<file path="config.mk">
export PLATFORM = sky130hd
export DESIGN_NAME = integer_to_ascii_formatter_unit
export DESIGN_NICKNAME = d
export VERILOG_FILES = /design/src/itoa_fmt_pkg.sv /design/src/integer_to_ascii_formatter_unit.sv
export SDC_FILE = /design/constraint.sdc
export NUM_CORES = 1
export LEC_CHECK = 0
export ABC_AREA = 0
export BUFFER_PORTS_ARGS = -buffer_cell sky130_fd_sc_hd__buf_2
export CORE_UTILIZATION = 50
export CTS_BUF_LIST = sky130_fd_sc_hd__clkbuf_8
export DETAILED_ROUTE_END_ITERATION = 16
export GPL_TIMING_DRIVEN = 0
export PLACE_DENSITY = 0.73
export SLEW_MARGIN = 20
export SYNTH_ARGS = -nofsm -noshare
export SYNTH_HDL_FRONTEND = slang
export SYNTH_SLANG_ARGS = --single-unit
</file>
<file path="constraint.sdc">
create_clock -name clk_i -period 4.6 [get_ports clk_i]
set_input_delay 0.46 -clock clk_i [delete_from_list [all_inputs] [get_ports clk_i]]
set_output_delay 0.46 -clock clk_i [all_outputs]
set_load 0.05 [all_outputs]
</file>
<file path="src/itoa_fmt_pkg.sv">
// Package with shared constants, types and the digit-to-ASCII function of the formatter.
`default_nettype none
package itoa_fmt_pkg;

  // Default width of the converted word.
  localparam int unsigned VALUE_WIDTH_DEF = 32;

  // Mode codes as presented on the mode input.
  localparam logic [1:0] MODE_DEC    = 2'd0;
  localparam logic [1:0] MODE_HEX_LO = 2'd1;
  localparam logic [1:0] MODE_HEX_UP = 2'd2;

  // ASCII codes used by the formatter.
  localparam logic [7:0] ASCII_ZERO  = 8'h30;
  localparam logic [7:0] ASCII_MINUS = 8'h2D;
  localparam logic [7:0] ASCII_LO_A  = 8'h61;
  localparam logic [7:0] ASCII_UP_A  = 8'h41;

  // Controller states.
  typedef enum logic [1:0] {
    ST_IDLE,
    ST_CONV,
    ST_SIGN,
    ST_EMIT
  } state_e;

  // Map one digit to its ASCII code; any mode other than decimal or
  // lowercase hex prints uppercase letters.
  function automatic logic [7:0] digit_char(input logic [3:0] digit, input logic [1:0] mode);
    logic [7:0] letter_base;
    letter_base = (mode == MODE_HEX_LO) ? ASCII_LO_A : ASCII_UP_A;
    if (digit < 4'd10) begin
      digit_char = ASCII_ZERO + {4'd0, digit};
    end else begin
      digit_char = letter_base + {4'd0, digit - 4'd10};
    end
  endfunction

endpackage
`default_nettype wire

</file>
<file path="src/integer_to_ascii_formatter_unit.sv">
// Bit-serial integer to ASCII formatter: signed decimal, lowercase or uppercase hex.
// Steps: decimal runs one double-dabble step per input bit, then an optional sign
// step, then a scan over NUM_DIGITS digits; hex goes straight to the scan. Each digit
// is registered to the output in the cycle after the scan reaches it, once leading
// zeros are past. The next request is taken in the cycle the last character leaves,
// so a request is not taken before the previous one is through; the receiver cannot
// stall characters.
// rst_ni clears the controller and the output strobe.
`default_nettype none
module integer_to_ascii_formatter_unit #(
  parameter int unsigned VALUE_WIDTH = itoa_fmt_pkg::VALUE_WIDTH_DEF
) (
  input  wire logic                   clk_i,
  input  wire logic                   rst_ni,
  input  wire logic                   start_i,
  output logic                        busy_o,
  input  wire logic [1:0]             mode_i,
  input  wire logic [VALUE_WIDTH-1:0] value_i,
  output logic                        valid_o,
  output logic [7:0]                  character_o,
  output logic                        last_o,
  output logic [3:0]                  char_count_o
);

  // Decimal digits needed for VALUE_WIDTH bits; hex needs fewer.
  localparam int unsigned NUM_DIGITS = (VALUE_WIDTH * 30103) / 100000 + 1;
  localparam int unsigned DIG_W      = 4 * NUM_DIGITS;
  localparam int unsigned IDX_W      = $clog2(NUM_DIGITS);
  localparam int unsigned BIT_W      = $clog2(VALUE_WIDTH);

  itoa_fmt_pkg::state_e state_q, state_d;

  logic [1:0]             mode_q, mode_d;
  logic                   neg_q, neg_d;
  logic [VALUE_WIDTH-1:0] bin_q, bin_d;
  logic [DIG_W-1:0]       dig_q, dig_d;
  logic [BIT_W-1:0]       bit_q, bit_d;
  logic [IDX_W-1:0]       idx_q, idx_d;
  logic                   started_q, started_d;
  logic [3:0]             cnt_q, cnt_d;

  logic                   valid_q, valid_d;
  logic [7:0]             char_q, char_d;
  logic                   last_q, last_d;
  logic [3:0]             count_q, count_d;

  logic                   accept;
  logic                   conv_done;
  logic [3:0]             top_digit;
  logic                   emit_now;
  logic                   scan_end;
  logic [VALUE_WIDTH-1:0] magnitude;
  logic [DIG_W-1:0]       dig_adj;

  assign accept    = start_i && (state_q == itoa_fmt_pkg::ST_IDLE);
  assign conv_done = (bit_q == BIT_W'(VALUE_WIDTH - 1));
  assign top_digit = dig_q[DIG_W-1 -: 4];
  assign scan_end  = (idx_q == '0);
  assign emit_now  = started_q || (top_digit != 4'd0) || scan_end;
  assign magnitude = value_i[VALUE_WIDTH-1] ? (~value_i + VALUE_WIDTH'(1)) : value_i;

  // Double-dabble correction: add three to every BCD digit of five or more.
  always_comb begin
    dig_adj = dig_q;
    for (int i = 0; i < int'(NUM_DIGITS); i++) begin
      if (dig_q[4*i +: 4] >= 4'd5) begin
        dig_adj[4*i +: 4] = dig_q[4*i +: 4] + 4'd3;
      end
    end
  end

  // Next-state logic.
  always_comb begin
    state_d = state_q;
    unique case (state_q)
      itoa_fmt_pkg::ST_IDLE: begin
        if (start_i) begin
          state_d = (mode_i == itoa_fmt_pkg::MODE_DEC) ? itoa_fmt_pkg::ST_CONV
                                                       : itoa_fmt_pkg::ST_EMIT;
        end
      end
      itoa_fmt_pkg::ST_CONV: begin
        if (conv_done) begin
          state_d = neg_q ? itoa_fmt_pkg::ST_SIGN : itoa_fmt_pkg::ST_EMIT;
        end
      end
      itoa_fmt_pkg::ST_SIGN: begin
        state_d = itoa_fmt_pkg::ST_EMIT;
      end
      itoa_fmt_pkg::ST_EMIT: begin
        if (scan_end) begin
          state_d = itoa_fmt_pkg::ST_IDLE;
        end
      end
      default: state_d = itoa_fmt_pkg::ST_IDLE;
    endcase
  end

  // Datapath and output logic.
  always_comb begin
    mode_d    = mode_q;
    neg_d     = neg_q;
    bin_d     = bin_q;
    dig_d     = dig_q;
    bit_d     = bit_q;
    idx_d     = idx_q;
    started_d = started_q;
    cnt_d     = cnt_q;
    valid_d   = 1'b0;
    char_d    = char_q;
    last_d    = last_q;
    count_d   = count_q;
    unique case (state_q)
      itoa_fmt_pkg::ST_IDLE: begin
        if (start_i) begin
          mode_d    = mode_i;
          bit_d     = '0;
          idx_d     = IDX_W'(NUM_DIGITS - 1);
          started_d = 1'b0;
          cnt_d     = 4'd0;
          if (mode_i == itoa_fmt_pkg::MODE_DEC) begin
            neg_d = value_i[VALUE_WIDTH-1];
            bin_d = magnitude;
            dig_d = '0;
          end else begin
            neg_d = 1'b0;
            dig_d = {{(DIG_W - VALUE_WIDTH){1'b0}}, value_i};
          end
        end
      end
      itoa_fmt_pkg::ST_CONV: begin
        // Shift one magnitude bit into the corrected BCD register.
        dig_d = {dig_adj[DIG_W-2:0], bin_q[VALUE_WIDTH-1]};
        bin_d = {bin_q[VALUE_WIDTH-2:0], 1'b0};
        bit_d = bit_q + BIT_W'(1);
      end
      itoa_fmt_pkg::ST_SIGN: begin
        valid_d = 1'b1;
        char_d  = itoa_fmt_pkg::ASCII_MINUS;
        last_d  = 1'b0;
        count_d = 4'd0;
        cnt_d   = 4'd1;
      end
      itoa_fmt_pkg::ST_EMIT: begin
        // Scan digits from the top, skipping leading zeros.
        dig_d = {dig_q[DIG_W-5:0], 4'd0};
        idx_d = idx_q - IDX_W'(1);
        if (emit_now) begin
          started_d = 1'b1;
          cnt_d     = cnt_q + 4'd1;
          valid_d   = 1'b1;
          char_d    = itoa_fmt_pkg::digit_char(top_digit, mode_q);
          last_d    = scan_end;
          count_d   = scan_end ? (cnt_q + 4'd1) : 4'd0;
        end
      end
      default: begin
        valid_d = 1'b0;
      end
    endcase
  end

  // Control registers.
  always_ff @(posedge clk_i or negedge rst_ni) begin
    if (!rst_ni) begin
      state_q <= itoa_fmt_pkg::ST_IDLE;
      valid_q <= 1'b0;
    end else begin
      state_q <= state_d;
      valid_q <= valid_d;
    end
  end

  // Payload registers.
  always_ff @(posedge clk_i) begin
    mode_q    <= mode_d;
    neg_q     <= neg_d;
    bin_q     <= bin_d;
    dig_q     <= dig_d;
    bit_q     <= bit_d;
    idx_q     <= idx_d;
    started_q <= started_d;
    cnt_q     <= cnt_d;
    char_q    <= char_d;
    last_q    <= last_d;
    count_q   <= count_d;
  end

  assign busy_o       = (state_q != itoa_fmt_pkg::ST_IDLE);
  assign valid_o      = valid_q;
  assign character_o  = char_q;
  assign last_o       = last_q && valid_q;
  assign char_count_o = valid_q ? count_q : 4'd0;

  // An accepted request makes the unit busy on the next cycle.
  a_accept_busy: assert property (@(posedge clk_i) disable iff (!rst_ni)
    accept |=> busy_o) else $error("request accepted but unit not busy");

  // A character that is not the last one is always followed by more work.
  a_more_follows: assert property (@(posedge clk_i) disable iff (!rst_ni)
    (valid_o && !last_o) |-> busy_o) else $error("string ended without a last flag");

  // The count is only shown on the last character.
  a_count_last: assert property (@(posedge clk_i) disable iff (!rst_ni)
    (valid_o && !last_o) |-> (char_count_o == 4'd0)) else $error("count on inner character");

  // A sign character only leaves right after decimal conversion finished.
  a_sign_after_conv: assert property (@(posedge clk_i) disable iff (!rst_ni)
    (state_q == itoa_fmt_pkg::ST_SIGN) |-> ($past(state_q) == itoa_fmt_pkg::ST_CONV))
    else $error("sign state entered out of order");

endmodule
`default_nettype wire
</file>
==> impl_metrics.env, run 1 <==
export IMPL_clkLatencyLatePin_ns=0.40
export IMPL_status="finished clean"
export IMPL_crit_type="flip-flop to flip-flop"
export IMPL_nets=762
export IMPL_fin_crit_sh=0.8285
export IMPL_dieWidth_um=116.0
export IMPL_min_period_ns=3.811
export IMPL_startpoint_type="flip-flop"
export IMPL_vias=5413
export IMPL_syn_to_final_growth_pct=10.39
export IMPL_drive_gt1_frac=0.1263
export IMPL_cp_arrival_ns=3.83
export IMPL_cts_buffers=9
export IMPL_grt_max_degree=33
export IMPL_min_path_type="input pin to flip-flop"
export IMPL_first_pass_iters=6
export IMPL_nFillCells=1101
export IMPL_grt_util_met1=0.3545
export IMPL_synth_edf_count=101
export IMPL_slew_viol_final=0
export IMPL_htree_levels=3
export IMPL_rows=41
export IMPL_gr_total_overflow=0
export IMPL_cp_end_kind="flip-flop"
export IMPL_port_buffer_count=47
export IMPL_synth_area_um2=6500
export IMPL_power_density_nw_per_um2=734.0
export IMPL_initial_utilization=0.5130
export IMPL_gp_congestion=0.8776
export IMPL_yosysSeqAreaShare=0.4782
export IMPL_synthFlopType="edfxtp_1"
export IMPL_multi_input_comb_area_um2=3109
export IMPL_peakVddDrop_v=0.0002844
export IMPL_timing_final_ws_setup_ns=0.7890
export IMPL_diodes=0
export IMPL_avgRoutedWirePerCell_um=19.48
export IMPL_post_cts_resized=0
export IMPL_placed_cell_area_um2=6980
export IMPL_avgSynthCellArea_um2=10.28
export IMPL_cts_sinks=104
export IMPL_final_cell_area_um2=7176
export IMPL_cp_max_fo=32
export IMPL_cts_tree="done"
export IMPL_ant_nets=0
export IMPL_yosys_warnings=0
export IMPL_num_io_pins=52
export IMPL_syn_inst=632
export IMPL_die_area_um2=13460
export IMPL_first_iter_violations=542
export IMPL_grt_busiest_layer="met2"
export IMPL_cp_required_ns=4.62
export IMPL_finClkSkew_ns=0.01949
export IMPL_antenna_found_initial=0
export IMPL_dp_hpwl_mm=11.95
export IMPL_core_um2=12670
export IMPL_fp_dieH_um=116.0
export IMPL_maxCapViolCount=0
export IMPL_grt_pass1_vias=5206
export IMPL_p_leak_nw=2.644
export IMPL_max_freq_mhz=262.4
export IMPL_slew_headroom=0.3370
export IMPL_totalWireLength_mm=16.93
export IMPL_ff_latch_area_um2=3108
export IMPL_grt_use_met2=0.4187
export IMPL_fin_tns_setup_ns=0
export IMPL_clock_path_buffers=2
export IMPL_yosysUniqueCellTypes=60
export IMPL_final_core_util=0.5663
export IMPL_post_place_ws_ns=0.8064
export IMPL_async_flop_share=0.02885
export IMPL_power_total_mw=5.267
export IMPL_hold_viol=0
export IMPL_avgViaCountPerCell=6.229
export IMPL_final_setup_viol_count=0
export IMPL_synth_nets=702
export IMPL_path_clk_slew_ns=0.11
export IMPL_tightest_slew_ns=0.9870
export IMPL_cts_root_buf="clkbuf_8"
export IMPL_rsz0062_at_grt="false"
export IMPL_drc=0
export IMPL_grt_total_usage=0.2629
export IMPL_grt_pass1_wl_mm=26.45
export IMPL_grt_use_met3=0.03766
export IMPL_ys_ff_latch=104
export IMPL_cts_setup_buffers=0
-- cells in the final DEF (no fill, tap or decap), types with 3 or more instances in the layout --
cell type    n
or2_2        3
mux2i_1      4
nand2_1     31
nor3_1      13
xnor2_1     21
edfxtp_1   101
ha_1        33
or3_1        5
a21o_1       3
buf_2       49
o211ai_1     5
a22oi_1     33
o311ai_0     6
clkbuf_8     9
o41ai_1      7
nor4_1       5
nor2_1      28
a21oi_1     35
xor2_1      16
nand2b_1    16
nor3b_1     17
and3_1       9
and2_1      11
o31ai_1      5
nand4_1      9
a22o_1       4
dfrtp_1      3
nor2b_1      8
clkbuf_1    28
buf_1        5
inv_6        3
nand3_1     14
or4b_1       3
or4_1        6
o21ai_0     64
inv_1       36
mux2_2      11
-- sequential cells by signal, summed over array words and instances (netlist names), 2 cells and up --
| register | cells |
|---|---|
| bin_q | 32 |
| bit_q | 5 |
| character_o | 7 |
| cnt_q | 4 |
| state_q | 2 |
| count_q | 4 |
| mode_q | 2 |
| idx_q | 4 |
| dig_q | 40 |
-- layout make-up --
class                   instances  share of cell area
well taps                     172             0.02999
multi-input cells             454              0.4333
clock inverters                 7            0.008544
repair buffers                 49             0.03697
plain buffers                  38             0.02197
clock buffers                   9             0.01726
inverters                      36             0.01883
flip-flops and latches        104              0.4331
-- worst max-delay path, cell delays in order, from the launching register on --
cell and delay (ns):
dfrtp_1 0.42, inv_1 0.13, ha_1 0.16, clkbuf_1 0.46, clkbuf_1 0.48, buf_1 0.44
buf_1 0.51, nand2_1 0.17, nand2_2 0.64
-- power breakdown --
part	total, mW	switching [mW]	internal [mW]
sequential	2.11	0.306	1.80
clock	0.576	0.366	0.210
combinational	2.59	1.67	0.912
total	5.27	2.34	2.92
-- stage by stage --
stage,hold WS [ns],std cells
finish,0.2883,869
global placement,0.2627,851
global route,0.2732,869
CTS,0.2675,869
floorplan,0.1644,632
detailed placement,0.2651,852
-- path summary, 6_finish.rpt --
path	startpoint	endpoint	slack (ns)	cells past startpoint
min	mode_i[0]	mode_q[0]	0.29	1
max in group asynchronous	rst_ni	state_q[0]	4.10	2
min in group asynchronous	rst_ni	valid_o	0.37	2
min reg2reg	bin_q[18]	bin_q[19]	0.54	2
max	state_q[1]	bin_q[18]	0.79	8
max reg2reg	state_q[1]	bin_q[18]	0.79	8
-- what timing repair did --
item | in CTS | in global routing
hold buffers | 1 | 0
endpoints found under the setup margin | 0 | 0
hold endpoints to repair | 3 | 0
-- cell families after synthesis --
family                     Yosys count  share of synthesized area
AOI/OAI and AO/OA                  179                     0.1744
xor gates and xnor gates            37                    0.04986
adders and majority gates           33                    0.06352
buffers and inverters               74                    0.04504
DFF                                104                     0.4782
muxes                               15                    0.02522
other                                1                  0.0005769
and+or+nand+nor                    189                     0.1632
-- metal layers --
metal / share of wire / up-vias / wire, um
met1: 0.42 / 2587 / 7155
met5: 0 / - / 0
met2: 0.47 / 288 / 7948
li1: - / 2497 / -
met3: 0.082 / 41 / 1382
met4: 0.026 / 0 / 446
-- cell usage after synthesis (all sizes together) (3+ instances only) --
cell    instances  area [um2]
a21o            3       22.52
a21oi          35       175.2
a22o            4       35.03
a22oi          33       247.7
and2           11       68.82
and3            9       56.30
buf             9       47.55
clkbuf         29       110.1
dfrtp           3       75.07
edfxtp        101        3033
ha             33       412.9
inv            35       131.4
mux2           11       123.9
mux2i           4       40.04
nand2          32       120.1
nand2b         16       100.1
nand3          14       70.07
nand4           9       56.30
nor2           29       108.9
nor2b           8       50.05
nor3           13       65.06
nor3b          17       127.6
nor4            5       31.28
o211ai          5       37.54
o21ai          64       320.3
o311ai          6       52.55
o31ai           5       37.54
o41ai           7       61.31
or2             3       18.77
or3             6       42.54
or4             7       56.30
or4b            3       30.03
xnor2          21       183.9
xor2           16       140.1
(Power assumes the default switching activity.)
==> run 2, diff against run 1 <==
--- a/config.mk
+++ b/config.mk
@@ -11,7 +11,7 @@
 export CTS_BUF_LIST = sky130_fd_sc_hd__clkbuf_8
 export DETAILED_ROUTE_END_ITERATION = 16
 export GPL_TIMING_DRIVEN = 0
-export PLACE_DENSITY = 0.73
+export PLACE_DENSITY = 0.76
 export SLEW_MARGIN = 20
 export SYNTH_ARGS = -nofsm -noshare
 export SYNTH_HDL_FRONTEND = slang
==> constraint.sdc (replaced) <==
create_clock -name clk_i -period 3.4 [get_ports clk_i]
set_input_delay 0.34 -clock clk_i [delete_from_list [all_inputs] [get_ports clk_i]]
set_output_delay 0.34 -clock clk_i [all_outputs]
set_load 0.05 [all_outputs]
==> impl_metrics.env, run 2 (synthesized netlist as in run 1, its figures left out) <==
export IMPL_met2_length_mm=8.149
export IMPL_slowest_stage="ha_1"
export IMPL_wl_met3_mm=1.441
export IMPL_ff_latch_area_um2=3108
export IMPL_drive_gt1_frac=0.1293
export IMPL_cp_slowest_stage_delay_ns=0.51
export IMPL_totalWireLength_mm=17.11
export IMPL_tightest_slew_ns=0.9594
export IMPL_hold_viol=0
export IMPL_diodes=0
export IMPL_cts_sinks=104
export IMPL_dieWidth_um=116.0
export IMPL_rows=41
export IMPL_cts_setup_buffers=0
export IMPL_p_leak_nw=2.649
export IMPL_die_area_um2=13460
export IMPL_path_cells="inv_1 -> ha_1 -> clkbuf_2 -> buf_1 -> buf_2 -> nand2_1 -> nand2_4"
export IMPL_clkLatencyLatePin_ns=0.41
export IMPL_slew_headroom=0.3580
export IMPL_cp_num_buf_inv=4
export IMPL_gr_total_overflow=0
export IMPL_r2r_cells=7
export IMPL_cp_end_kind="flip-flop"
export IMPL_core_um2=12670
export IMPL_min_path_type="input pin to flip-flop"
export IMPL_grt_pass1_wl_mm=26.98
export IMPL_finClkSkew_ns=0.01830
export IMPL_initial_utilization=0.5130
export IMPL_grt_max_degree=33
export IMPL_peakVddDrop_v=0.0004851
export IMPL_timing_final_ws_setup_ns=0.2300
export IMPL_layout_common_cells="101 x edfxtp_1, 64 x o21ai_0, 50 x buf_2, 36 x inv_1, 35 x a21oi_1"
export IMPL_power_total_mw=7.162
export IMPL_critical_path_depth=7
export IMPL_htree_levels=3
export IMPL_whs_path_depth=1
export IMPL_min_period_ns=3.170
export IMPL_top_register="dig_q"
export IMPL_drc=0
export IMPL_fin_crit_sh=0.9324
export IMPL_grt_pass1_vias=5325
export IMPL_power_density_nw_per_um2=996.6
export IMPL_syn_to_final_growth_pct=10.55
export IMPL_dp_hpwl_mm=12.21
export IMPL_avgViaCountPerCell=6.343
export IMPL_first_pass_iters=5
export IMPL_final_core_util=0.5671
export IMPL_largest_reg_flops=40
export IMPL_maxCapViolCount=0
export IMPL_rsz0062_at_grt="false"
export IMPL_final_common_cell="edfxtp_1"
export IMPL_post_place_ws_ns=-0.4850
export IMPL_port_buffer_count=47
export IMPL_clock_path_buffers=2
export IMPL_cp_max_fo=32
export IMPL_first_iter_violations=610
export IMPL_slew_viol_final=0
export IMPL_final_setup_viol_count=0
export IMPL_critPathTopFamily="buffers and inverters"
export IMPL_nFillCells=1073
export IMPL_cp_required_ns=3.44
export IMPL_fp_dieH_um=116.0
export IMPL_cts_root_buf="clkbuf_8"
export IMPL_num_io_pins=52
export IMPL_path_clk_slew_ns=0.11
export IMPL_vias=5506
export IMPL_crit_type="flip-flop to flip-flop"
export IMPL_nets=761
export IMPL_gp_congestion=0.8896
export IMPL_cts_tree="done"
export IMPL_cts_buffers=9
export IMPL_avgRoutedWirePerCell_um=19.71
export IMPL_wl_met1_mm=6.867
export IMPL_grt_total_usage=0.2658
export IMPL_multi_input_comb_area_um2=3114
export IMPL_top_layer="met4"
export IMPL_status="finished clean"
export IMPL_ant_nets=0
export IMPL_startpoint_type="flip-flop"
export IMPL_max_freq_mhz=315.5
export IMPL_cp_arrival_ns=3.21
export IMPL_antenna_found_initial=0
[run 2: changes by cell type in the layout (fill, tap and decap cells not counted), sizes merged]
| cell | before | now |
|---|---|---|
| clkbuf | 38 | 37 |
| clkinvlp | 0 | 1 |
| inv | 41 | 40 |
[run 2: per-stage QoR]
stage,cells,hold slack [ns],area (um2),setup TNS [ns]
global route,868,0.1672,7186,0
global placement,851,0.1431,6950,-43.77
floorplan,632,0.04441,6500,0
detailed placement,852,0.1452,6988,-15.48
CTS,869,0.1540,7189,0
finish,868,0.1665,7186,0
[run 2: power breakdown]
part | total, mW | switching, mW | internal [mW] | leakage (nW)
logic | 3.55 | 2.29 | 1.26 | 1.52
clock network | 0.769 | 0.489 | 0.281 | 0.0955
registers | 2.84 | 0.407 | 2.43 | 1.04
total | 7.16 | 3.19 | 3.97 | 2.65
[run 2: worst paths after layout]
kind | to | slack (ns) | from
max | bin_q[16] | 0.23 | state_q[1]
min | mode_q[0] | 0.17 | mode_i[0]
max reg2reg | bin_q[16] | 0.23 | state_q[1]
min reg2reg | bin_q[6] | 0.55 | bin_q[5]
max in group asynchronous | state_q[0] | 3.00 | rst_ni
min in group asynchronous | valid_o | 0.27 | rst_ni
[run 2: repair_timing]
item | 4_1_cts | 5_1_grt
resized for setup | 3 | 0
hold buffers | 1 | 0
setup endpoints to repair | 32 | 32
endpoints found under the hold margin | 3 | 0
[run 2: worst reg2reg max path, stage by stage (launching register included)]
cell and delay (ns):
dfrtp_1 0.42, inv_1 0.14, ha_1 0.51, clkbuf_2 0.37
buf_1 0.46, buf_2 0.36, nand2_1 0.15, nand2_4 0.37
[run 2: layout make-up]
cell class / instances / area share
Tap cell: 172 / 0.02995
Multi-Input combinational cell: 454 / 0.4334
Clock buffer: 9 / 0.01724
Clock inverter: 7 / 0.008358
Sequential cell: 104 / 0.4325
Timing Repair Buffer: 49 / 0.03796
Inverter: 36 / 0.01881
Buffer: 37 / 0.02177
[run 2: routing by layer]
metal  GRT usage  vias up
met5           0        -
met4      0.1316        0
met3     0.05335       74
met2      0.4266      297
met1      0.3435     2642
li1            -     2493
==> run 3, diff against run 2 <==
--- a/config.mk
+++ b/config.mk
@@ -7,11 +7,12 @@
 export LEC_CHECK = 0
 export ABC_AREA = 0
 export BUFFER_PORTS_ARGS = -buffer_cell sky130_fd_sc_hd__buf_2
-export CORE_UTILIZATION = 50
+export CORE_UTILIZATION = 55
 export CTS_BUF_LIST = sky130_fd_sc_hd__clkbuf_8
 export DETAILED_ROUTE_END_ITERATION = 16
 export GPL_TIMING_DRIVEN = 0
-export PLACE_DENSITY = 0.76
+export MAX_ROUTING_LAYER = met4
+export PLACE_DENSITY = 0.82
 export SLEW_MARGIN = 20
 export SYNTH_ARGS = -nofsm -noshare
 export SYNTH_HDL_FRONTEND = slang
==> impl_metrics.env, run 3 (synthesized netlist as in run 1, its figures left out) <==
export IMPL_final_common_cell="edfxtp_1"
export IMPL_layout_common_cells="101 x edfxtp_1, 64 x o21ai_0, 50 x buf_2, 35 x inv_1, 35 x a21oi_1"
export IMPL_grt_use_met3=0.04265
export IMPL_cts_sinks=104
export IMPL_grt_pass1_wl_mm=26.72
export IMPL_nets=762
export IMPL_holdWs_ns=0.1516
export IMPL_path_cells="inv_1 -> ha_1 -> clkbuf_1 -> clkbuf_2 -> buf_1 -> buf_2 -> nand2_1 -> nand2_4"
export IMPL_post_place_ws_ns=-0.3770
export IMPL_p_leak_nw=2.643
export IMPL_cts_buffers=9
export IMPL_p_int_mw=3.960
export IMPL_grt_busiest_layer="met2"
export IMPL_grt_pass1_vias=5425
export IMPL_finClkSkew_ns=0.01177
export IMPL_startpoint_type="flip-flop"
export IMPL_avgViaCountPerCell=6.530
export IMPL_path_clk_slew_ns=0.11
export IMPL_hold_viol=0
export IMPL_final_core_util=0.6231
export IMPL_tightest_slew_ns=0.9753
export IMPL_stdcell_count=840
export IMPL_final_setup_viol_count=0
export IMPL_slowest_stage="clkbuf_1"
export IMPL_cts_tree="done"
export IMPL_seq_power_share=0.398
export IMPL_crit_type="flip-flop to flip-flop"
export IMPL_vias=5485
export IMPL_fp_dieH_um=110.7
export IMPL_dieWidth_um=110.7
export IMPL_min_path_type="input pin to flip-flop"
export IMPL_cp_max_fo=32
export IMPL_htree_levels=3
export IMPL_multi_input_comb_area_um2=3114
export IMPL_p_sw_mw=3.179
export IMPL_slew_headroom=0.3448
export IMPL_rows=39
export IMPL_pwr_share_clk=0.108
export IMPL_clkLatencyLatePin_ns=0.40
export IMPL_slew_viol_final=0
export IMPL_grt_total_usage=0.2844
export IMPL_largest_reg_flops=40
export IMPL_critical_path_depth=8
export IMPL_antenna_found_initial=0
export IMPL_cp_slowest_stage_delay_ns=0.49
export IMPL_r2r_cells=8
export IMPL_cp_num_buf_inv=5
export IMPL_power_density_nw_per_um2=999.0
export IMPL_port_buffer_count=47
export IMPL_clock_path_buffers=2
export IMPL_cp_end_kind="flip-flop"
export IMPL_rsz0062_at_grt="false"
export IMPL_cts_root_buf="clkbuf_8"
export IMPL_grt_max_degree=33
export IMPL_first_iter_violations=571
export IMPL_gp_congestion=0.9321
export IMPL_core_um2=11470
export IMPL_drc=0
export IMPL_diodes=0
export IMPL_combPwrFrac=0.494
export IMPL_cp_arrival_ns=3.29
export IMPL_die_area_um2=12260
export IMPL_status="finished clean"
export IMPL_num_io_pins=52
export IMPL_grt_use_met2=0.4369
export IMPL_top_register="dig_q"
export IMPL_drive_gt1_frac=0.1291
export IMPL_syn_to_final_growth_pct=9.933
export IMPL_dp_hpwl_mm=11.85
export IMPL_peakVddDrop_v=0.0007129
export IMPL_gr_total_overflow=0
export IMPL_fin_crit_sh=0.9540
export IMPL_cp_required_ns=3.45
export IMPL_initial_utilization=0.5668
export IMPL_nFillCells=894
export IMPL_max_freq_mhz=308.3
export IMPL_fin_tns_setup_ns=0
export IMPL_dp_cells=823
export IMPL_timing_final_ws_setup_ns=0.1563
export IMPL_maxCapViolCount=0
export IMPL_whs_path_depth=1
export IMPL_grt_util_met1=0.3604
export IMPL_switching_share=0.4453
export IMPL_ff_latch_area_um2=3108
export IMPL_ant_nets=0
export IMPL_min_period_ns=3.244
export IMPL_avgRoutedWirePerCell_um=19.76
export IMPL_first_pass_iters=6
export IMPL_critPathTopFamily="buffers and inverters"
export IMPL_totalWireLength_mm=16.60
## run 3: cell types whose count changed in the layout (fill, tap and decap cells not counted)
cell      before  now
buf_16         1    0
inv_1         36   35
buf_12         0    1
clkinv_1       1    2
clkbuf_1      26   27
## run 3: stage by stage
stage	cell area, um2	power, mW
after floorplan	6500	5.290
after global placement	6914	6.094
after detailed placement	6944	6.324
final	7146	7.138
after global routing	7146	7.593
after CTS	7144	7.095
## run 3: worst paths after layout
| path | startpoint | endpoint | slack, ns |
|---|---|---|---|
| min in group asynchronous | rst_ni | valid_o | 0.25 |
| worst max register to register | state_q[1] | bin_q[18] | 0.16 |
| worst max-delay path | state_q[1] | bin_q[18] | 0.16 |
| worst min-delay path | mode_i[1] | mode_q[1] | 0.15 |
| max in group asynchronous | rst_ni | state_q[1] | 3.04 |
| worst min register to register | bin_q[9] | bin_q[10] | 0.55 |
## run 3: power groups by stage
stage | logic (mW) | clock network (mW) | registers [mW]
2_1_floorplan | 2.39 | 0 | 2.90
3_3_place_gp | 3.25 | 0 | 2.85
3_5_place_dp | 3.46 | 0 | 2.86
4_1_cts | 3.49 | 0.776 | 2.83
5_1_grt | 3.87 | 0.817 | 2.91
6_report | 3.53 | 0.772 | 2.84
## run 3: cell type report
class,instances,share of cell area
Buffer,38,0.02241
Clock buffer,9,0.01734
Clock inverter,7,0.008405
Inverter,36,0.01891
Multi-Input combinational cell,454,0.4358
Sequential cell,104,0.4350
Tap cell,143,0.02504
Timing Repair Buffer,49,0.03712
## run 3: layer usage
| layer | wire, um | up-vias |
|---|---|---|
| met3 | 1409 | 59 |
| li1 | - | 2490 |
| met2 | 7704 | 301 |
| met4 | 735 | 0 |
| met5 | 0 | - |
| met1 | 6748 | 2635 |
## run 3: what timing repair did
item / CTS / global route
setup buffers: 0 / 0
cloned: 0 / 0
hold buffers: 1 / 0
setup endpoints to repair: 32 / 32
gates resized for setup: 2 / 2
endpoints found under the hold margin: 3 / 0
